## src/design/plm_pkg.sv

```systemverilog
// Package for the phone line state monitor: widths, codes, register layout and defaults.
`default_nettype none
package plm_pkg;

  localparam int unsigned WindowLog2Default = 4;
  localparam int unsigned SampleW           = 8;
  localparam int unsigned CfgIdxW           = 4;
  localparam int unsigned CfgDataW          = 8;
  localparam int unsigned SwingW            = 5;
  localparam logic [SwingW-1:0] SwingMax    = 5'd31;
  localparam logic [SwingW-1:0] SwingRingUp = 5'd2;

  // Report codes; the first three double as line states.
  typedef enum logic [1:0] {
    RepOnHook  = 2'd0,
    RepNoLine  = 2'd1,
    RepOffHook = 2'd2,
    RepRing    = 2'd3
  } report_e;

  typedef enum logic [CfgIdxW-1:0] {
    CfgHigh     = 4'd0,
    CfgHighPrev = 4'd1,
    CfgLow      = 4'd2,
    CfgMidLow   = 4'd3,
    CfgDead     = 4'd4,
    CfgPrevMin  = 4'd5,
    CfgRingLow  = 4'd6,
    CfgRingHigh = 4'd7
  } cfg_idx_e;

  typedef struct packed {
    logic [SampleW-1:0] high_level;
    logic [SampleW-1:0] high_prev_level;
    logic [SampleW-1:0] low_level;
    logic [SampleW-1:0] mid_low_level;
    logic [SampleW-1:0] dead_level;
    logic [SampleW-1:0] prev_min_level;
    logic [SampleW-1:0] ring_low_level;
    logic [SampleW-1:0] ring_high_level;
  } cfg_t;

  localparam cfg_t CfgReset = '{
    high_level:      8'd200,
    high_prev_level: 8'd180,
    low_level:       8'd40,
    mid_low_level:   8'd20,
    dead_level:      8'd3,
    prev_min_level:  8'd5,
    ring_low_level:  8'd5,
    ring_high_level: 8'd50
  };

  // Window status handed from the accumulator to the classifier.
  typedef struct packed {
    logic               last;
    logic [SampleW-1:0] average;
    logic               ring_up;
  } win_t;

endpackage
`default_nettype wire

```

## src/design/plm_sample_if.sv

```systemverilog
// Channel carrying one line-voltage sample and the line detect pin level.
`default_nettype none
interface plm_sample_if;
  logic       valid;
  logic       ready;
  logic [7:0] sample;
  logic       pin_level;

  modport source (output valid, output sample, output pin_level, input ready);
  modport sink   (input valid, input sample, input pin_level, output ready);
endinterface
`default_nettype wire

```

## src/design/plm_report_if.sv

```systemverilog
// Channel carrying one line state report per completed window.
`default_nettype none
interface plm_report_if;
  logic       valid;
  logic       ready;
  logic [1:0] report_code;
  logic [7:0] window_average;
  logic       ring_up;

  modport source (output valid, output report_code, output window_average,
                  output ring_up, input ready);
  modport sink   (input valid, input report_code, input window_average,
                  input ring_up, output ready);
endinterface
`default_nettype wire

```

## src/design/plm_cfg_if.sv

```systemverilog
// Configuration write channel: register index and write data.
`default_nettype none
interface plm_cfg_if;
  logic       valid;
  logic       ready;
  logic [3:0] index;
  logic [7:0] data;

  modport source (output valid, output index, output data, input ready);
  modport sink   (input valid, input index, input data, output ready);
endinterface
`default_nettype wire

```

## src/design/phone_line_state_monitor.sv

```systemverilog
// Top level of the phone line state monitor: channel registers, configuration and wiring.
// The monitor takes one sample request per cycle unless a report is blocked, and issues
// one report after every 2**WindowLog2 samples (16 by default). The window accumulator
// and the classifier evaluate a sample in the input register, and the report is
// registered at the output; an unread report stalls only the sample that closes the
// next window. Configuration writes are always ready and take effect on the next edge.
`default_nettype none
module phone_line_state_monitor #(
  parameter int unsigned WindowLog2 = plm_pkg::WindowLog2Default
) (
  input  wire logic    clk_i,
  input  wire logic    rst_ni,
  plm_sample_if.sink   in_i,
  plm_report_if.source out_o,
  plm_cfg_if.sink      cfg_i
);
  import plm_pkg::*;

  cfg_t       cfg_q, cfg_d;
  logic       in_valid_q, in_valid_d;
  logic [7:0] sample_q;
  logic       pin_q;
  logic       out_valid_q, out_valid_d;
  report_e    code_q;
  logic [7:0] avg_q;
  logic       ring_up_q;
  logic       out_free, step, in_ready;
  win_t       win;
  report_e    report;

  assign cfg_i.ready = 1'b1;

  always_comb begin
    cfg_d = cfg_q;
    if (cfg_i.valid) begin
      unique case (cfg_i.index)
        CfgHigh:     cfg_d.high_level      = cfg_i.data;
        CfgHighPrev: cfg_d.high_prev_level = cfg_i.data;
        CfgLow:      cfg_d.low_level       = cfg_i.data;
        CfgMidLow:   cfg_d.mid_low_level   = cfg_i.data;
        CfgDead:     cfg_d.dead_level      = cfg_i.data;
        CfgPrevMin:  cfg_d.prev_min_level  = cfg_i.data;
        CfgRingLow:  cfg_d.ring_low_level  = cfg_i.data;
        CfgRingHigh: cfg_d.ring_high_level = cfg_i.data;
        default:     cfg_d = cfg_q;
      endcase
    end
  end

  // Only the window-closing sample needs room in the output register.
  assign out_free = !out_valid_q || out_o.ready;
  assign step     = in_valid_q && (!win.last || out_free);
  assign in_ready = !in_valid_q || step;
  assign in_i.ready = in_ready;

  assign in_valid_d  = (in_i.valid && in_ready) ? 1'b1 : (step ? 1'b0 : in_valid_q);
  assign out_valid_d = (step && win.last) ? 1'b1 : (out_o.ready ? 1'b0 : out_valid_q);

  plm_window #(
    .WindowLog2(WindowLog2)
  ) u_window (
    .clk_i             (clk_i),
    .rst_ni            (rst_ni),
    .step_i            (step),
    .sample_i          (sample_q),
    .ring_low_level_i  (cfg_q.ring_low_level),
    .ring_high_level_i (cfg_q.ring_high_level),
    .win_o             (win)
  );

  plm_classify u_classify (
    .clk_i       (clk_i),
    .rst_ni      (rst_ni),
    .step_i      (step),
    .win_i       (win),
    .pin_level_i (pin_q),
    .cfg_i       (cfg_q),
    .report_o    (report)
  );

  always_ff @(posedge clk_i or negedge rst_ni) begin
    if (!rst_ni) begin
      cfg_q       <= CfgReset;
      in_valid_q  <= 1'b0;
      out_valid_q <= 1'b0;
    end else begin
      cfg_q       <= cfg_d;
      in_valid_q  <= in_valid_d;
      out_valid_q <= out_valid_d;
    end
  end

  always_ff @(posedge clk_i) begin
    if (in_i.valid && in_ready) begin
      sample_q <= in_i.sample;
      pin_q    <= in_i.pin_level;
    end
    if (step && win.last) begin
      code_q    <= report;
      avg_q     <= win.average;
      ring_up_q <= win.ring_up;
    end
  end

  assign out_o.valid          = out_valid_q;
  assign out_o.report_code    = code_q;
  assign out_o.window_average = avg_q;
  assign out_o.ring_up        = ring_up_q;

  // A sample that does not close a window never waits.
  assert property (@(posedge clk_i) disable iff (!rst_ni)
    (in_valid_q && !win.last) |-> step)
    else $error("mid-window sample stalled");

  // A new report appears only after the window-closing sample.
  assert property (@(posedge clk_i) disable iff (!rst_ni)
    $rose(out_valid_q) |-> $past(step && win.last))
    else $error("report issued outside a window end");

  // Back-pressure on the input only comes from a blocked report.
  assert property (@(posedge clk_i) disable iff (!rst_ni)
    !in_ready |-> (in_valid_q && win.last && out_valid_q && !out_o.ready))
    else $error("input stalled without a blocked report");

endmodule
`default_nettype wire

```

## src/design/plm_window.sv

```systemverilog
// Window accumulator: running sum, sample count and ring-up swing counter.
`default_nettype none
module plm_window #(
  parameter int unsigned WindowLog2 = plm_pkg::WindowLog2Default
) (
  input  wire logic         clk_i,
  input  wire logic         rst_ni,
  input  wire logic         step_i,
  input  wire logic [7:0]   sample_i,
  input  wire logic [7:0]   ring_low_level_i,
  input  wire logic [7:0]   ring_high_level_i,
  output plm_pkg::win_t     win_o
);
  import plm_pkg::*;

  localparam int unsigned SumW = WindowLog2 + SampleW;

  logic [SumW-1:0]       sum_q, sum_d, sum_new;
  logic [WindowLog2-1:0] count_q, count_d;
  logic                  low_seen_q, low_seen_d, low_new;
  logic [SwingW-1:0]     swing_q, swing_d, swing_new;

  always_comb begin
    low_new   = low_seen_q;
    swing_new = swing_q;
    if (sample_i < ring_low_level_i) begin
      low_new = 1'b1;
    end else if (low_seen_q && (sample_i > ring_high_level_i)) begin
      if (swing_q < SwingMax) begin
        swing_new = swing_q + 1'b1;
      end
      low_new = 1'b0;
    end
    sum_new = sum_q + {{WindowLog2{1'b0}}, sample_i};
  end

  assign win_o.last    = (count_q == {WindowLog2{1'b1}});
  assign win_o.average = sum_new[SumW-1:WindowLog2];
  assign win_o.ring_up = (swing_new >= SwingRingUp);

  always_comb begin
    sum_d      = sum_q;
    count_d    = count_q;
    low_seen_d = low_seen_q;
    swing_d    = swing_q;
    if (step_i) begin
      if (win_o.last) begin
        sum_d      = '0;
        count_d    = '0;
        low_seen_d = 1'b0;
        swing_d    = '0;
      end else begin
        sum_d      = sum_new;
        count_d    = count_q + 1'b1;
        low_seen_d = low_new;
        swing_d    = swing_new;
      end
    end
  end

  always_ff @(posedge clk_i or negedge rst_ni) begin
    if (!rst_ni) begin
      sum_q      <= '0;
      count_q    <= '0;
      low_seen_q <= 1'b0;
      swing_q    <= '0;
    end else begin
      sum_q      <= sum_d;
      count_q    <= count_d;
      low_seen_q <= low_seen_d;
      swing_q    <= swing_d;
    end
  end

endmodule
`default_nettype wire

```

## src/design/plm_classify.sv

```systemverilog
// Line state classifier: decides the report at each window end.
`default_nettype none
module plm_classify (
  input  wire logic        clk_i,
  input  wire logic        rst_ni,
  input  wire logic        step_i,
  input  wire plm_pkg::win_t win_i,
  input  wire logic        pin_level_i,
  input  wire plm_pkg::cfg_t cfg_i,
  output plm_pkg::report_e report_o
);
  import plm_pkg::*;

  report_e      state_q, state_d, prev_state_q, prev_state_d;
  logic [7:0]   prev_avg_q, prev_avg_d;
  logic         ring_q, ring_d;
  logic         ring_mark;
  logic [7:0]   avg;

  assign avg = win_i.average;

  always_comb begin
    state_d      = state_q;
    prev_state_d = prev_state_q;
    prev_avg_d   = prev_avg_q;
    ring_d       = ring_q;
    // A jump between the high and low bands from one window to the next is a ring.
    ring_mark = ring_q ||
                ((prev_avg_q > cfg_i.high_level) && (avg < cfg_i.low_level)) ||
                ((prev_avg_q < cfg_i.low_level) && (avg > cfg_i.high_level));
    if (pin_level_i) begin
      if ((avg > cfg_i.high_level) && (prev_avg_q > cfg_i.high_prev_level)) begin
        state_d = RepOnHook;
      end else if (avg < cfg_i.dead_level) begin
        if ((prev_state_q != RepOnHook) && (prev_state_q != RepOffHook)) begin
          state_d = RepNoLine;
        end else begin
          ring_mark = 1'b1;
        end
      end else if ((avg > cfg_i.mid_low_level) && (avg < cfg_i.low_level) &&
                   (prev_avg_q > cfg_i.prev_min_level)) begin
        state_d = RepOffHook;
      end
      prev_avg_d = avg;
    end else begin
      ring_mark = 1'b1;
    end

    if (ring_mark) begin
      report_o = RepRing;
      ring_d   = !pin_level_i;
    end else begin
      report_o     = state_d;
      prev_state_d = state_d;
      ring_d       = 1'b0;
    end

    if (!(step_i && win_i.last)) begin
      state_d      = state_q;
      prev_state_d = prev_state_q;
      prev_avg_d   = prev_avg_q;
      ring_d       = ring_q;
    end
  end

  always_ff @(posedge clk_i or negedge rst_ni) begin
    if (!rst_ni) begin
      state_q      <= RepNoLine;
      prev_state_q <= RepNoLine;
      prev_avg_q   <= '0;
      ring_q       <= 1'b0;
    end else begin
      state_q      <= state_d;
      prev_state_q <= prev_state_d;
      prev_avg_q   <= prev_avg_d;
      ring_q       <= ring_d;
    end
  end

endmodule
`default_nettype wire

```

## src/flat_wrapper.sv

```systemverilog
// flat-port wrapper written by rule: the top's interface ports become plain ports
module phone_line_state_monitor_flat import plm_pkg::*;
#(
  parameter int unsigned WindowLog2 = plm_pkg::WindowLog2Default
)
  (clk_i, rst_ni, in_i_valid, in_i_sample, in_i_pin_level, in_i_ready, out_o_valid, out_o_report_code, out_o_window_average, out_o_ring_up, out_o_ready, cfg_i_valid, cfg_i_index, cfg_i_data, cfg_i_ready);
  plm_sample_if in_i_i ();
  plm_report_if out_o_i ();
  plm_cfg_if cfg_i_i ();
  input  wire logic clk_i;
  input  wire logic rst_ni;
  input wire logic [$bits(in_i_i.valid)-1:0] in_i_valid;
  input wire logic [$bits(in_i_i.sample)-1:0] in_i_sample;
  input wire logic [$bits(in_i_i.pin_level)-1:0] in_i_pin_level;
  output wire logic [$bits(in_i_i.ready)-1:0] in_i_ready;
  output wire logic [$bits(out_o_i.valid)-1:0] out_o_valid;
  output wire logic [$bits(out_o_i.report_code)-1:0] out_o_report_code;
  output wire logic [$bits(out_o_i.window_average)-1:0] out_o_window_average;
  output wire logic [$bits(out_o_i.ring_up)-1:0] out_o_ring_up;
  input wire logic [$bits(out_o_i.ready)-1:0] out_o_ready;
  input wire logic [$bits(cfg_i_i.valid)-1:0] cfg_i_valid;
  input wire logic [$bits(cfg_i_i.index)-1:0] cfg_i_index;
  input wire logic [$bits(cfg_i_i.data)-1:0] cfg_i_data;
  output wire logic [$bits(cfg_i_i.ready)-1:0] cfg_i_ready;
  assign in_i_i.valid = in_i_valid;
  assign in_i_i.sample = in_i_sample;
  assign in_i_i.pin_level = in_i_pin_level;
  assign in_i_ready = in_i_i.ready;
  assign out_o_valid = out_o_i.valid;
  assign out_o_report_code = out_o_i.report_code;
  assign out_o_window_average = out_o_i.window_average;
  assign out_o_ring_up = out_o_i.ring_up;
  assign out_o_i.ready = out_o_ready;
  assign cfg_i_i.valid = cfg_i_valid;
  assign cfg_i_i.index = cfg_i_index;
  assign cfg_i_i.data = cfg_i_data;
  assign cfg_i_ready = cfg_i_i.ready;
  phone_line_state_monitor #(.WindowLog2(WindowLog2)) u_core (.clk_i(clk_i), .rst_ni(rst_ni), .in_i(in_i_i), .out_o(out_o_i), .cfg_i(cfg_i_i));
endmodule
```

## config.mk

```make
export PLATFORM = sky130hd
export DESIGN_NAME = phone_line_state_monitor_flat
export DESIGN_NICKNAME = d
export VERILOG_FILES = /design/src/design/plm_pkg.sv /design/src/design/plm_sample_if.sv /design/src/design/plm_report_if.sv /design/src/design/plm_cfg_if.sv /design/src/design/phone_line_state_monitor.sv /design/src/design/plm_window.sv /design/src/design/plm_classify.sv /design/src/flat_wrapper.sv
export SDC_FILE = /design/constraint.sdc
export NUM_CORES = 1
export LEC_CHECK = 0
export ABC_CLOCK_PERIOD_IN_PS = 4250
export BUFFER_PORTS_ARGS = -buffer_cell sky130_fd_sc_hd__buf_4
export CAP_MARGIN = 10
export CELL_PAD_IN_SITES_DETAIL_PLACEMENT = 1
export CELL_PAD_IN_SITES_GLOBAL_PLACEMENT = 1
export CORE_UTILIZATION = 50
export CTS_CLUSTER_DIAMETER = 40
export DETAILED_ROUTE_END_ITERATION = 8
export PLACE_DENSITY_LB_ADDON = 0.1
export SYNTH_ARGS = -nofsm -noshare
export SYNTH_HDL_FRONTEND = slang
export SYNTH_HIERARCHICAL = 1
export SYNTH_SLANG_ARGS = --single-unit
```

## constraint.sdc

```tcl
create_clock -name clk_i -period 4.25 [get_ports clk_i]
set_input_delay 0.2125 -clock clk_i [delete_from_list [all_inputs] [get_ports clk_i]]
set_output_delay 0.2125 -clock clk_i [all_outputs]
set_load 0.1 [all_outputs]
```

==> results.json, run 1 <==
{
  "setup_violations": 0,
  "cp_top_family": "simple AND/OR/NAND/NOR gates",
  "cts_root_buf": "clkbuf_16",
  "num_antenna_cells": 0,
  "finalCriticalPeriod_ns": 4.01,
  "worst_path_max_delay_cell": "fa_1",
  "min_from": "cfg_i_data[1]",
  "synth-compound-area-share": 0.116,
  "max-cap-violations": 0,
  "clock_path_buffers": 2,
  "relSlewSlack": 0.327,
  "dieArea_sq_um": 14800,
  "globalRoute.totalOverflow": 0,
  "yosys.area_share.adder": 0.154,
  "layout.cells.most_common": "ha_1",
  "top_library_cells_by_usage_in_the_layout_fill_and_taps_aside": "86 x ha_1, 78 x dfrtp_1, 72 x inv_1",
  "fin_tns_setup_ns": 0,
  "reg2reg_start": "u_core/sample_q[0]",
  "yosysWarnings": 6,
  "route.detailed.vias_per_inst": 5.81,
  "cp.arrival_ns": 4.18,
  "coreArea_sq_um": 13900,
  "cts_num_sinks": 120,
  "fin_util": 0.607,
  "report.final.hold_viol_count": 0,
  "max-vdd-ir-drop_mv": 0.364,
  "grt_usage": 0.284,
  "max_clock_freq_ghz": 0.250,
  "floorplan.io_pins": 40,
  "chipHeight_um": 121,
  "routed-via-count": 5252,
  "first_iter_violations": 257,
  "worst_skew_pair.late_latency_ns": 0.43,
  "first_global_vias": 5733,
  "path_cells": "ha_1 -> inv_1 -> fa_1 -> nor2b_1 -> o2111ai_1 -> a31oi_4 -> nand3_2 -> xnor2_4 -> ha_1 -> nand4_1 -> nor2_1 -> a31oi_1 -> o211ai_2 -> and3_4 -> nor2_1 -> nand2_1",
  "crit_path_start_kind": "flop",
  "clkSlewWorstSetupHoldPaths_ns": 0.06,
  "detailedRoute.firstPassIterationCount": 4,
  "crit_path_end_kind": "flop",
  "finalClockSkew_ns": 0.00837,
  "critical-path-max-stage-delay_ns": 0.41,
  "postSynthCellCount": 649,
  "sum_of_buffers_and_inverters_on_the_critical_path": 1,
  "pwr_density_cell_nw_per_um2": 703,
  "routedWlPerCell_um": 21.0,
  "synth_enable_flop_cells": 20,
  "period_share": 0.943,
  "flow.area_growth_from_synthesis_pct": 18.0,
  "setup.worst_path.start": "u_core/sample_q[0]",
  "synth_xor_xnor_area_share": 0.0147,
  "io_buffers": 38,
  "std_cell_rows": 43,
  "numCtsBuffers": 17,
  "synth_ff_type": "dfrtp_1",
  "share_of_synthesized_cell_area_in_and_or_nand_and_nor_gates": 0.123,
  "antenna_found_initial": 0,
  "path_max_fanout": 6,
  "register_bit_count_reported_by_yosys": 120,
  "wire_length_after_detailed_routing_mm": 19.0,
  "place.detailed.hpwl_mm": 13.6,
  "clock_tree_from_tritoncts": "done",
  "total_power_uw": 5920,
  "rsz0062_at_grt": "false",
  "p_leak_uw": 0.00387,
  "whs_ns": 0.103,
  "ys_seq_area_frac": 0.439,
  "synth_top_family_by_area": "adder cells",
  "ys_async_sr_fraction": 0.833,
  "syn-num-nets": 762,
  "initial_utilization": 0.514,
  "worst_slew_pin_slew_ns": 1.01,
  "run_status": "completed",
  "grt_first_pass_wirelength_mm": 30.8,
  "gpl.final_weighted_congestion": 0.843,
  "post_route_cells_drive_above_1_share": 0.267,
  "synthMuxAreaShare": 0.105,
  "yosys.cell_types.count": 73,
  "avg_synthesized_cell_area_sq_um": 11.0,
  "postRouteAntennaNets": 0,
  "mappedNetlistArea_sq_um": 7140,
  "timing.hold.worst.class": "input pin to flop",
  "drc": 0,
  "final_net_count": 824,
  "die_w_um": 121,
  "finalMaxSlewViolations": 0,
  "path_class": "flop to flop",
  "largest_net_degree_at_the_start_of_global_routing": 67,
  "htree_num_levels": 4,
  "worstPathRequired_ns": 4.42
}
-- flip-flops by register name (all words and copies together) (netlist names), 4 cells and up --
register	flops
u_core/u_classify/prev_avg_q	8
u_core/u_window/sum_q	12
u_core/out_o.window_average	8
u_core/sample_q	8
u_core/u_window/swing_q	5
u_core/u_window/count_q	4
u_core/cfg_q	64
-- worst paths after layout --
kind                                          endpoint  slack, ns  cells past startpoint
setup / recovery           u_core/out_o.report_code[0]       0.24                     16
hold / removal                        u_core/cfg_q[17]       0.10                      2
setup reg to reg           u_core/out_o.report_code[0]       0.24                     16
hold reg to reg                       u_core/cfg_q[26]       0.51                      1
max in group asynchronous             u_core/cfg_q[34]       2.79                      3
min in group asynchronous   u_core/u_window/swing_q[0]       0.44                      2
-- metal layers --
metal | share of wire | routed length, um | global-route usage
met1 | 0.46 | 8650 | 0.363
met2 | 0.49 | 9310 | 0.469
met3 | 0.033 | 633 | 0.0583
met4 | 0.020 | 378 | 0.111
met5 | 0 | 0 | 0
-- power breakdown --
group / switching, uW / leakage (uW) / internal, uW
sequential: 262 / 0.00138 / 1530
combinational: 1530 / 0.00219 / 1110
clock: 535 / 0.000300 / 960
total: 2320 / 0.00387 / 3590
-- through the flow --
stage / cells / instance area (sq um) / setup slack (ns)
after floorplan: 649 / 7140 / 0.784
after global placement: 860 / 7620 / 0.274
after detailed placement: 860 / 7620 / -0.0471
after CTS: 903 / 8350 / 0.0734
after global routing: 904 / 8420 / 0.0430
final: 904 / 8420 / 0.244
-- what timing repair did --
item | CTS | global route
setup buffers | 0 | 1
gates resized for setup | 1 | 9
hold endpoints to repair | 62 | 0
pin swaps | 0 | 1
hold buffers | 11 | 0
setup endpoints to repair | 3 | 5
-- synth_stat cells, types with 3 or more instances --
| cell | count | area (sq um) |
|---|---|---|
| a211oi_1 | 5 | 37.5 |
| a21o_1 | 6 | 45.0 |
| a21oi_1 | 31 | 155 |
| a31oi_1 | 8 | 50.1 |
| a32o_1 | 3 | 30.0 |
| and2_1 | 4 | 25.0 |
| and3_1 | 6 | 37.5 |
| and4_1 | 3 | 26.3 |
| clkbuf_1 | 6 | 22.5 |
| dfrtp_1 | 78 | 1950 |
| dfstp_2 | 22 | 578 |
| edfxtp_1 | 20 | 601 |
| ha_1 | 86 | 1080 |
| inv_1 | 72 | 270 |
| mux2_2 | 65 | 732 |
| nand2_1 | 52 | 195 |
| nand2b_1 | 5 | 31.3 |
| nand3_1 | 15 | 75.1 |
| nand3b_1 | 3 | 22.5 |
| nand4_1 | 9 | 56.3 |
| nor2_1 | 14 | 52.6 |
| nor2b_1 | 11 | 68.8 |
| nor3_1 | 8 | 40.0 |
| nor3_2 | 3 | 30.0 |
| nor3b_4 | 3 | 56.3 |
| o211ai_1 | 6 | 45.0 |
| o21a_1 | 6 | 45.0 |
| o21ai_0 | 19 | 95.1 |
| o21ai_1 | 14 | 70.1 |
| xnor2_1 | 8 | 70.1 |
| xor2_1 | 4 | 35.0 |
-- cell type report --
type	count	area [sq um]
fillers	1487	5460
multi-input cells	444	3730
flip-flops and latches	120	3130
clock buffers	22	507
repair buffers	56	448
inverters	72	270
well taps	180	225
clock inverters	10	113
-- cell families after synthesis --
kind of cell,Yosys count
multiplexers,67
AO/OA/AOI/OAI,124
buffers and inverters,85
flip-flops,120
XOR/XNOR,12
AND/OR/NAND/NOR,153
adder cells (fa/ha/maj),87
other,1
Power figures use the tool's default switching activity.
==> inputs of run 2 (changes only) <==
- ABC_CLOCK_PERIOD_IN_PS: 4250 -> 3750
- CORE_UTILIZATION: 50 -> 49
- SYNTH_HIERARCHICAL: 1 -> default
- clock period: 4.25 -> 3.75 ns (I/O delays scaled with it)
==> run 2 against run 1 <==
Against the previous run: the flow now finishes with violations (negative setup slack); power grew 20%; critical path depth is 3 higher; combinational power rose by 34%; hold slack got worse by 0.041 ns; utilization is 1.8 points higher; first-iteration DRC count fell by 12%; sequential power rose by 8%; clock power increased by 9%; die area about the same; global-route usage grew 0.76 points; critical path type unchanged.
==> results.json, run 2 <==
{
  "gpl.final_weighted_congestion": 0.849,
  "routedWlPerCell_um": 20.9,
  "finalMaxSlewViolations": 0,
  "layout.cells.most_common": "buf_4",
  "initial_utilization": 0.502,
  "path_class": "flop to flop",
  "seq_power_share": 0.274,
  "first_iter_violations": 227,
  "grt_first_pass_wirelength_mm": 31.8,
  "finalWorstSetupSlack_ns": -0.382,
  "synth_common_cells": "86 x ha_1, 78 x dfrtp_1, 77 x inv_1",
  "p_leak_uw": 0.00410,
  "dp_worst_setup_slack_ns": -0.348,
  "finalClockSkew_ns": 0.00452,
  "violated_checks": "negative setup slack",
  "postSynthCellCount": 676,
  "worstPathRequired_ns": 4.09,
  "route.detailed.vias_per_inst": 5.67,
  "path_cells": "ha_1 -> a21o_1 -> a21oi_2 -> o21bai_1 -> a21oi_2 -> o21bai_2 -> a21oi_1 -> xor2_1 -> inv_2 -> buf_4 -> ha_1 -> nand3_1 -> nor2_1 -> a32oi_2 -> buf_4 -> nand3b_1 -> a32oi_2 -> nor4_2 -> mux2i_1",
  "ys_async_sr_fraction": 0.833,
  "mappedNetlistArea_sq_um": 7000,
  "cp.arrival_ns": 4.47,
  "max-cap-violations": 0,
  "cts_root_buf": "clkbuf_16",
  "clock_power_share": 0.231,
  "detailedRoute.firstPassIterationCount": 5,
  "pwr_density_cell_nw_per_um2": 816,
  "io_buffers": 38,
  "drc": 0,
  "clock_path_buffers": 2,
  "wire_length_after_detailed_routing_mm": 20.4,
  "path_max_fanout": 4,
  "synth_most_common_cell": "ha_1",
  "avg_synthesized_cell_area_sq_um": 10.4,
  "first_global_vias": 6022,
  "antenna_found_initial": 0,
  "coreArea_sq_um": 13900,
  "largest_register_ff_count": 64,
  "postRouteAntennaNets": 0,
  "grt_usage": 0.292,
  "chipHeight_um": 122,
  "run_status": "complete, but fails checks",
  "ys_top_cells_by_area": "dfrtp_1 28%, ha_1 15%, edfxtp_1 8.6%",
  "cts_num_sinks": 120,
  "clkSlewWorstSetupHoldPaths_ns": 0.05,
  "numCtsBuffers": 17,
  "syn-num-nets": 789,
  "synth_area_leader_cell": "dfrtp_1",
  "std_cell_rows": 43,
  "critical-path-max-stage-delay_ns": 0.42,
  "htree_num_levels": 4,
  "flow.area_growth_from_synthesis_pct": 24.3,
  "worst_slew_pin_slew_ns": 0.936,
  "synth_enable_flop_cells": 20,
  "synth_top_area_share": 0.279,
  "globalRoute.totalOverflow": 0,
  "comb_power_share": 0.496,
  "timing.hold.worst.class": "input pin to flop",
  "max-vdd-ir-drop_mv": 0.395,
  "max_clock_freq_ghz": 0.242,
  "top_library_cells_by_usage_in_the_layout_fill_and_taps_aside": "88 x buf_4, 83 x ha_1, 78 x dfrtp_1",
  "routed-via-count": 5509,
  "relSlewSlack": 0.374,
  "setup_violations": 5,
  "crit_path_end_kind": "flop",
  "rsz0062_at_grt": "true",
  "crit_path_start_kind": "flop",
  "post_route_cells_drive_above_1_share": 0.279,
  "cp_top_family": "compound AO/OA/AOI/OAI gates",
  "fin_tns_setup_ns": -1.55,
  "largestRegisters": "u_core.cfg_q (64), u_core.u_window.sum_q (12)",
  "ys_seq_area_frac": 0.447,
  "power_switching_share": 0.390,
  "sum_of_buffers_and_inverters_on_the_critical_path": 3,
  "cell_internal_pwr_uw": 4330,
  "report.final.hold_viol_count": 0,
  "synth_ff_type": "dfrtp_1",
  "finalCriticalPeriod_ns": 4.13,
  "period_share": 1.10,
  "top_register_by_number_of_flip_flops": "u_core.cfg_q",
  "place.detailed.hpwl_mm": 14.3,
  "largest_net_degree_at_the_start_of_global_routing": 36,
  "floorplan.io_pins": 40,
  "register_bit_count_reported_by_yosys": 120,
  "yosys.cell_types.count": 71,
  "worst_skew_pair.late_latency_ns": 0.42,
  "power.net_switching_uw": 2770,
  "yosysWarnings": 0,
  "die_w_um": 122,
  "final_net_count": 891,
  "clock_tree_from_tritoncts": "done",
  "worst_path_max_delay_cell": "edfxtp_1",
  "dieArea_sq_um": 14800
}
[run 2: worst reg2reg max path: cells and delay by family (launching register included)]
| kind | cells | cell delay [ns] |
|---|---|---|
| buf+inv | 3 | 0.42 |
| compound gates | 8 | 1.32 |
| fa+ha+maj | 2 | 0.61 |
| xor+xnor | 1 | 0.27 |
| mux | 1 | 0.26 |
| simple gates | 4 | 0.74 |
| flops | 1 | 0.42 |
[run 2: path summary, 6_finish.rpt]
path	start	to	slack [ns]	cells past startpoint
min	cfg_i_data[2]	u_core.cfg_q[34]	0.06	3
min reg2reg	u_core.u_window.sum_q[4]	u_core.u_window.sum_q[4]	0.49	2
max	u_core.sample_q[1]	u_core.u_classify.prev_state_q[0]	-0.38	19
min in group asynchronous	rst_ni	u_core.cfg_q[61]	0.25	2
max in group asynchronous	rst_ni	u_core.cfg_q[5]	2.63	3
max reg2reg	u_core.sample_q[1]	u_core.u_classify.prev_state_q[0]	-0.38	19
[run 2: power by group through the flow]
| stage | clock, uW | combinational [uW] | sequential [uW] |
|---|---|---|---|
| after floorplan | 0 | 1880 | 1890 |
| after global placement | 0 | 2870 | 1930 |
| after detailed placement | 0 | 3070 | 1950 |
| after CTS | 1660 | 3330 | 1930 |
| after global routing | 1710 | 3850 | 1980 |
| final | 1640 | 3520 | 1940 |
[run 2: final cells by class]
type | count | area, sq um
fillers | 1466 | 5230
multi-input cells | 461 | 3680
flip-flops and latches | 120 | 3130
repair buffers | 101 | 793
clock buffers | 21 | 450
inverters | 77 | 289
well taps | 180 | 225
clock inverters | 11 | 129
diodes | 1 | 2.50
[run 2: metrics by stage]
step | instances | total power (uW) | instance area [sq um] | util | hold slack, ns
after floorplan | 676 | 3770 | 7030 | - | -0.108
after global placement | 916 | 4800 | 7760 | 0.557 | 0.153
after detailed placement | 916 | 5020 | 7760 | 0.557 | 0.162
after CTS | 967 | 6930 | 8610 | 0.618 | 0.0464
after global routing | 971 | 7540 | 8700 | 0.624 | 0.0599
final | 972 | 7100 | 8700 | 0.625 | 0.0621
[run 2: kinds of logic after synthesis]
family          share of synthesized area
fa+ha+maj                           0.157
flops                               0.447
mux                                0.0690
compound gates                      0.138
simple gates                        0.125
xor+xnor                           0.0113
other cells                      0.000536
buf+inv                            0.0529
[run 2: repair_timing]
action	in CTS	in global routing
hold buffers	11	0
setup endpoints to repair	5	5
resized for setup	19	10
setup buffers	8	4
pin swaps	24	14
hold endpoints to repair	37	0
[run 2: metal layers]
layer,wire (um),part of all wire,vias to the layer above,global-route usage
li1,-,-,2588,-
met1,8250,0.41,2740,0.334
met2,10700,0.53,126,0.520
met3,605,0.030,55,0.0534
met4,758,0.037,0,0.144
met5,0,0,-,0
